### config.mk
export PLATFORM = sky130hd
export DESIGN_NAME = lcdfb_ctrl
export DESIGN_NICKNAME = d
export VERILOG_FILES = /design/src/lcdfb_pkg.sv /design/src/lcdfb_ctrl.sv
export SDC_FILE = /design/constraint.sdc
export NUM_CORES = 1
export LEC_CHECK = 0
export BUFFER_PORTS_ARGS = -buffer_cell sky130_fd_sc_hd__clkbuf_2
export CORE_AREA = 2 2 39 41
export DETAILED_ROUTE_END_ITERATION = 7
export DIE_AREA = 0 0 41 43
export GPL_TIMING_DRIVEN = 0
export PLACE_DENSITY = 0.54
export SLEW_MARGIN = 20
export SYNTH_ARGS = -nofsm -noshare
export SYNTH_HDL_FRONTEND = slang
export SYNTH_SLANG_ARGS = --single-unit
### constraint.sdc
create_clock -name clk -period 4.4 [get_ports clk]
set_input_delay 0.44 -clock clk [delete_from_list [all_inputs] [get_ports clk]]
set_output_delay 0.44 -clock clk [all_outputs]
set_load 0.02 [all_outputs]
### src/lcdfb_pkg.sv
package lcdfb_pkg;

  // Default geometry of the display.
  localparam int DEF_COLUMNS    = 128;
  localparam int DEF_PAGES      = 8;
  localparam int DEF_BLOCK_SIZE = 5;

  // Opcodes of an input beat.
  localparam logic [2:0] OP_PIXEL    = 3'd0;
  localparam logic [2:0] OP_BLOCK    = 3'd1;
  localparam logic [2:0] OP_CLEAR    = 3'd2;
  localparam logic [2:0] OP_CONTRAST = 3'd3;
  localparam logic [2:0] OP_REFRESH  = 3'd4;

  // Controller command bytes.
  localparam logic [7:0] CMD_PAGE_BASE  = 8'hB0;
  localparam logic [7:0] CMD_COL_LO     = 8'h00;
  localparam logic [7:0] CMD_COL_HI     = 8'h10;
  localparam logic [7:0] CMD_VOLUME     = 8'h81;
  localparam logic [7:0] CMD_RATIO_BASE = 8'h20;
  localparam logic [7:0] RATIO_MAX      = 8'd7;
  localparam logic [7:0] LEVEL_MAX      = 8'd63;

  // Number of command beats that open each page of a refresh.
  localparam int REF_CMD_BEATS = 3;

  // Logical row to physical row, indexed by an 8-bit logical row.
  typedef logic [255:0][6:0] row_tbl_t;

  // Builds the remap table (v + rows/2 - 1) mod rows with a wrapping counter.
  function automatic row_tbl_t make_row_table(input int rows);
    row_tbl_t tbl;
    int       r;
    r = (rows >> 1) - 1;
    for (int v = 0; v < 256; v++) begin
      tbl[v] = 7'(r);
      if (r == rows - 1) begin
        r = 0;
      end else begin
        r = r + 1;
      end
    end
    return tbl;
  endfunction

  typedef struct packed {
    logic cap;
    logic clr_wr;
    logic pix_rd;
    logic pix_wr;
    logic pix_adv;
    logic ref_rd;
    logic emit_con;
    logic emit_ref;
  } lcdfb_cmd_t;

  typedef struct packed {
    logic clr_last;
    logic pix_skip;
    logic pix_last;
    logic con_last;
    logic out_free;
  } lcdfb_sts_t;

endpackage

### src/lcdfb_ctrl.sv
module lcdfb_ctrl (
  input  logic                  clk,
  input  logic                  rst_n,
  input  logic                  in_valid,
  input  logic [2:0]            in_opcode,
  input  lcdfb_pkg::lcdfb_sts_t sts,
  output logic                  in_stall,
  output lcdfb_pkg::lcdfb_cmd_t cmd
);

  typedef enum logic [2:0] {
    ST_CLR,
    ST_IDLE,
    ST_PIX_RD,
    ST_PIX_WR,
    ST_CON,
    ST_REF_RD,
    ST_REF_EMIT
  } state_t;

  state_t state_r, state_nxt;

  assign in_stall = (state_r != ST_IDLE);

  always_comb begin
    cmd       = '0;
    state_nxt = state_r;
    case (state_r)
      ST_IDLE: begin
        if (in_valid) begin
          cmd.cap = 1'b1;
          case (in_opcode)
            lcdfb_pkg::OP_PIXEL:    state_nxt = ST_PIX_RD;
            lcdfb_pkg::OP_BLOCK:    state_nxt = ST_PIX_RD;
            lcdfb_pkg::OP_CLEAR:    state_nxt = ST_CLR;
            lcdfb_pkg::OP_CONTRAST: state_nxt = ST_CON;
            lcdfb_pkg::OP_REFRESH:  state_nxt = ST_REF_RD;
            default:                state_nxt = ST_IDLE;
          endcase
        end
      end
      ST_CLR: begin
        cmd.clr_wr = 1'b1;
        if (sts.clr_last) begin
          state_nxt = ST_IDLE;
        end
      end
      ST_PIX_RD: begin
        if (sts.pix_skip) begin
          cmd.pix_adv = 1'b1;
          if (sts.pix_last) begin
            state_nxt = ST_IDLE;
          end
        end else begin
          cmd.pix_rd = 1'b1;
          state_nxt  = ST_PIX_WR;
        end
      end
      ST_PIX_WR: begin
        cmd.pix_wr  = 1'b1;
        cmd.pix_adv = 1'b1;
        state_nxt   = sts.pix_last ? ST_IDLE : ST_PIX_RD;
      end
      ST_CON: begin
        if (sts.out_free) begin
          cmd.emit_con = 1'b1;
          if (sts.con_last) begin
            state_nxt = ST_IDLE;
          end
        end
      end
      ST_REF_RD: begin
        cmd.ref_rd = 1'b1;
        state_nxt  = ST_REF_EMIT;
      end
      ST_REF_EMIT: begin
        if (sts.out_free) begin
          cmd.emit_ref = 1'b1;
          state_nxt    = ST_IDLE;
        end
      end
      default: state_nxt = ST_IDLE;
    endcase
  end

  always_ff @(posedge clk) begin
    if (!rst_n) begin
      state_r <= ST_CLR;
    end else begin
      state_r <= state_nxt;
    end
  end

endmodule

* After elaboration in Yosys (flattened, before gate mapping)
Cells that the tools add are included.
** Operators by class
- Equal/unequal tests :: 17
- Reduce and logical (&&, ||, !) cells :: 4
- Mux-type cells :: 22
** Operators by type and width (number)
- $mux W3 :: 7
- $pmux W3 S7 :: 1
- $eq A3 B2 Y1 const B :: 4
- $eq A3 B3 Y1 const B :: 4
- $pmux W3 S4 :: 1
- $mux W1 :: 11
- $ne A2 B2 Y1 const B :: 5
- $eq A3 B1 Y1 const B :: 2
- $logic_not A3 Y1 :: 2
- $reduce_and A6 Y1 :: 1
- $ne A3 B1 Y1 const B :: 1
- $ne A3 B3 Y1 const B :: 1
- $mux W2 :: 1
- $pmux W1 S2 :: 1
- $reduce_or A2 Y1 :: 1
** Word-level totals
- Word-level logic and storage cells :: 44
- Input bits :: 11
- Output and inout bits :: 9
- Bits in registers :: 3

* Depth between registers and ports, before layout
- Depth after elaboration :: 5
- Depth in mapped cells :: 5
- Depth with buffers taken out :: 4

* Least setup slack after synthesis
Ideal clock, no wire load.
- Kind :: reg-to-output
- From :: register state_r[2]
- To :: output cmd[5] (netlist name)
- Required time :: 3.960 ns
- Data arrival time :: 1.091 ns
- Setup slack :: 2.869 ns
- Cell stages (with the launch flop) :: 5
- Cells stage by stage :: dfxtp_1 clkbuf_2 inv_1 nand2_1 nor3_1
** RTL lines
- start, declared :: line lcdfb_ctrl.sv:21 : state_t state_r, state_nxt;
- start signal, assigned :: line lcdfb_ctrl.sv:90 : state_r <= state_nxt;
- end, declared :: line lcdfb_ctrl.sv:8 : output lcdfb_pkg::lcdfb_cmd_t cmd

* Final worst setup path
- From :: register state_r[0]
- To :: register state_r[0]
** On the way
- Longest elaborated chain between the ends :: 3
- Elaborated cells between the ends (all ways) :: 15
- Those cells by class :: eq/ne (12); mux (1); reduce/logical (2)
** RTL lines
- $eq A3 B2 Y1 (tied with other cells) :: line lcdfb_ctrl.sv:28 : case (state_r)
- $ne A3 B3 Y1 (no source line) / $ne A2 B2 Y1 (equally long branches)
- $reduce_and A6 Y1 (no source line)
Parallel ways exist; a longest one is shown, timed or not.
A chain may end at the register's enable or synchronous reset.

==> metrics.md <==
| Metric | Value |
|---|---|
| Status | `finished, final reports clean` |
| Global-route wire length before repair | `1311 µm` |
| Max Clock Skew | `5.150 ps` |
| Synth warn | `0` |
| Most flops, register | `state_r` |
| Synthesis-stage register bit count | `3` |
| Max_cap viols | `0` |
| Crit share post-route | `0.3981` |
| TritonCTS buffer count | `3` |
| # hold bufs at CTS | `0` |
| Crit path launch type | `flip-flop` |
| Drt first pass iters | `4` |
| CP endpoint kind | `flip-flop` |
| Worst-skew pair later-pin latency | `240 ps` |
| Most common cell after layout, fill and taps aside | `clkbuf_2` |
| Largest net degree at the start of global routing | `11` |
| Slew HR | `0.7161` |
| DR WL/cell | `10.16 µm` |
| Fin Setup TNS | `0 ps` |
| DRT antenna net count | `0` |
| Final hold slack | `460.6 ps` |
| Sequential fraction of the synthesis area | `0.1868` |
| RSZ-0062 raised after global routing | `no` |
| DIE WIDTH | `41 µm` |
| Syn_area_per_cell | `6.990 µm²` |
| Simple-Gate Fraction of Synth Area | `0.3774` |
| Port Buf Inserts | `19` |
| Max Slew Vio Count | `0` |
| Synth area leaders | `dfxtp_1, nor2_1, buf_6` |
| Total grt overflow | `0` |
| Worst-Margin Slew | `424.7 ps` |
| 1st-iter DRT viols | `11` |
| Power, Total | `0.2129 mW` |
| Resized cells post-CTS | `0` |
| Commonest cells after routing, fill and taps aside | `clkbuf_2, nor2_1, inv_1, nand2_1, nor3_1` |
| Num ports | `20` |
| Buffer count from post-CTS setup fixing | `0` |
| Starting density of the core | `0.2324` |
| Clock tree buffer depth | `2` |
| Synth Area in Adders | `0` |
| Post-Route WL | `864 µm` |
| Area Growth Syn to Fin | `43.97%` |
| CTS tree | `done` |
| HPWL Detailed | `691.9 µm` |
| Setup violations, final | `0` |
| Routed vias/inst | `4.871` |
| Sink Count | `3` |
| Minimum clock period | `1752 ps` |
| Crit Path Category | `flip-flop to flip-flop` |
| Post-synth top area share | `0.1868` |
| Post-synth top area cell | `dfxtp_1` |
| Core area | `0.001384 mm²` |
| Post-Syn Area | `321.6 µm²` |
| Reg clk slew, reported paths | `40 ps` |
| Tot GR Track Use | `0.1122` |
| Vias in the first global route | `333` |
| Via count | `414` |
| Post-Synth XOR/XNOR Area | `0` |
| Initial antenna violation count | `0` |
| # diodes | `0` |
| Remaining DRCs | `0` |
| Post-synthesis mux area share | `0` |
| Leak | `0.2205 nW` |
| PwrDens | `459.8 mW/mm²` |
| H-tree levels | `1` |
| Distinct cell type count after synthesis | `24` |
| Maximum fanout along the worst path | `10` |
| Post-Syn Nets | `57` |
| Largest register FFs | `3` |
| Fin nets | `81` |
| Fmax | `0.5709 GHz` |
| Post-Synthesis Cells | `46` |
| Worst Path Arrival | `1840 ps` |
| Largest family of logic cells by synthesized area | `simple AND/OR/NAND/NOR gates` |
| Worst hold path class | `input pin to flip-flop` |
| Layout filler cell count | `143` |
| Largest registers | `state_r x3` |
| VDD IR max | `0.1240 mV` |
| # rows | `14` |
| Die Area | `0.001763 mm²` |
| Worst Path Required | `4490 ps` |
| Die Span Y | `43 µm` |
| Hold Fails Final Rpt | `0` |
| GPL Wtd Cong | `0.8552` |
| Share of layout cells above drive strength 1 | `0.4203` |
| Root buf cell | `clkbuf_4` |
| Compound-Gate Fraction of Synth Area | `0.3035` |
-- worst max-delay path: stages, from the launching register on --
cell and delay (ps):
dfxtp_1 330, buf_6 130, or3b_1 390, a21oi_2 220, a2111oi_1 90, a2111oi_1 450
-- synthesized netlist by cell type (all sizes together) --
cell type and n:
nand4 1, o311a 1, a2111oi 2, o221a 1, o22ai 1, nand2 4
clkbuf 1, inv 4, and3 1, buf 2, nand2b 1, nor2 7
a21oi 3, nor3 4, o21ai 3, or3b 1, o21bai 1, or3 1
nor2b 1, nand4bb 1, dfxtp 3, nor3b 1, o21a 1
-- power breakdown --
part / leakage [nW] / total, mW / switching, mW / internal [mW]
combinational: 0.181 / 0.124 / 0.0715 / 0.0523
clock: 0.0150 / 0.0495 / 0.0154 / 0.0340
sequential: 0.0247 / 0.0395 / 0.00560 / 0.0339
total: 0.221 / 0.213 / 0.0926 / 0.120
-- metrics by stage --
stage | cells | util | setup WS [ps] | area (µm²)
after floorplan | 46 | - | 2869 | 321.6
after global placement | 81 | 0.3156 | 2605 | 436.7
after detailed placement | 81 | 0.3156 | 2623 | 436.7
after CTS | 85 | 0.3345 | 2669 | 462.9
after global routing | 85 | 0.3345 | 2521 | 462.9
final | 85 | 0.3345 | 2648 | 462.9
-- metal layers --
metal | global-route usage | share of wire | vias to the layer above | routed length (µm)
li1 | - | - | 217 | -
met1 | 0.1502 | 0.46 | 168 | 394
met2 | 0.1469 | 0.45 | 24 | 389
met3 | 0.03141 | 0.071 | 5 | 61
met4 | 0.08000 | 0.022 | 0 | 19
met5 | 0 | 0 | - | 0
-- final timing paths --
path,from,cells after the start,to,slack [ps]
setup / recovery,state_r[0],5,state_r[0],2650
hold / removal,rst_n,3,state_r[2],460
hold reg to reg,state_r[2],3,state_r[2],720
setup reg to reg,state_r[0],5,state_r[0],2650
-- logic make-up (layout without fill, tap and decap cells) --
kind of cell | Yosys count | in the layout
compound gates | 13 | 13
simple gates | 23 | 23
flops | 3 | 3
buf+inv | 7 | 30
-- layout make-up --
class,instances,area (µm²),area share
Inverter,4,15.01,0.03243
Buffer,3,27.53,0.05946
Sequential cell,3,60.06,0.1297
Tap cell,16,20.02,0.04324
Timing Repair Buffer,19,95.09,0.2054
Clock buffer,4,26.28,0.05676
Multi-Input combinational cell,36,219.0,0.4730
Power figures use the tool's default switching activity.
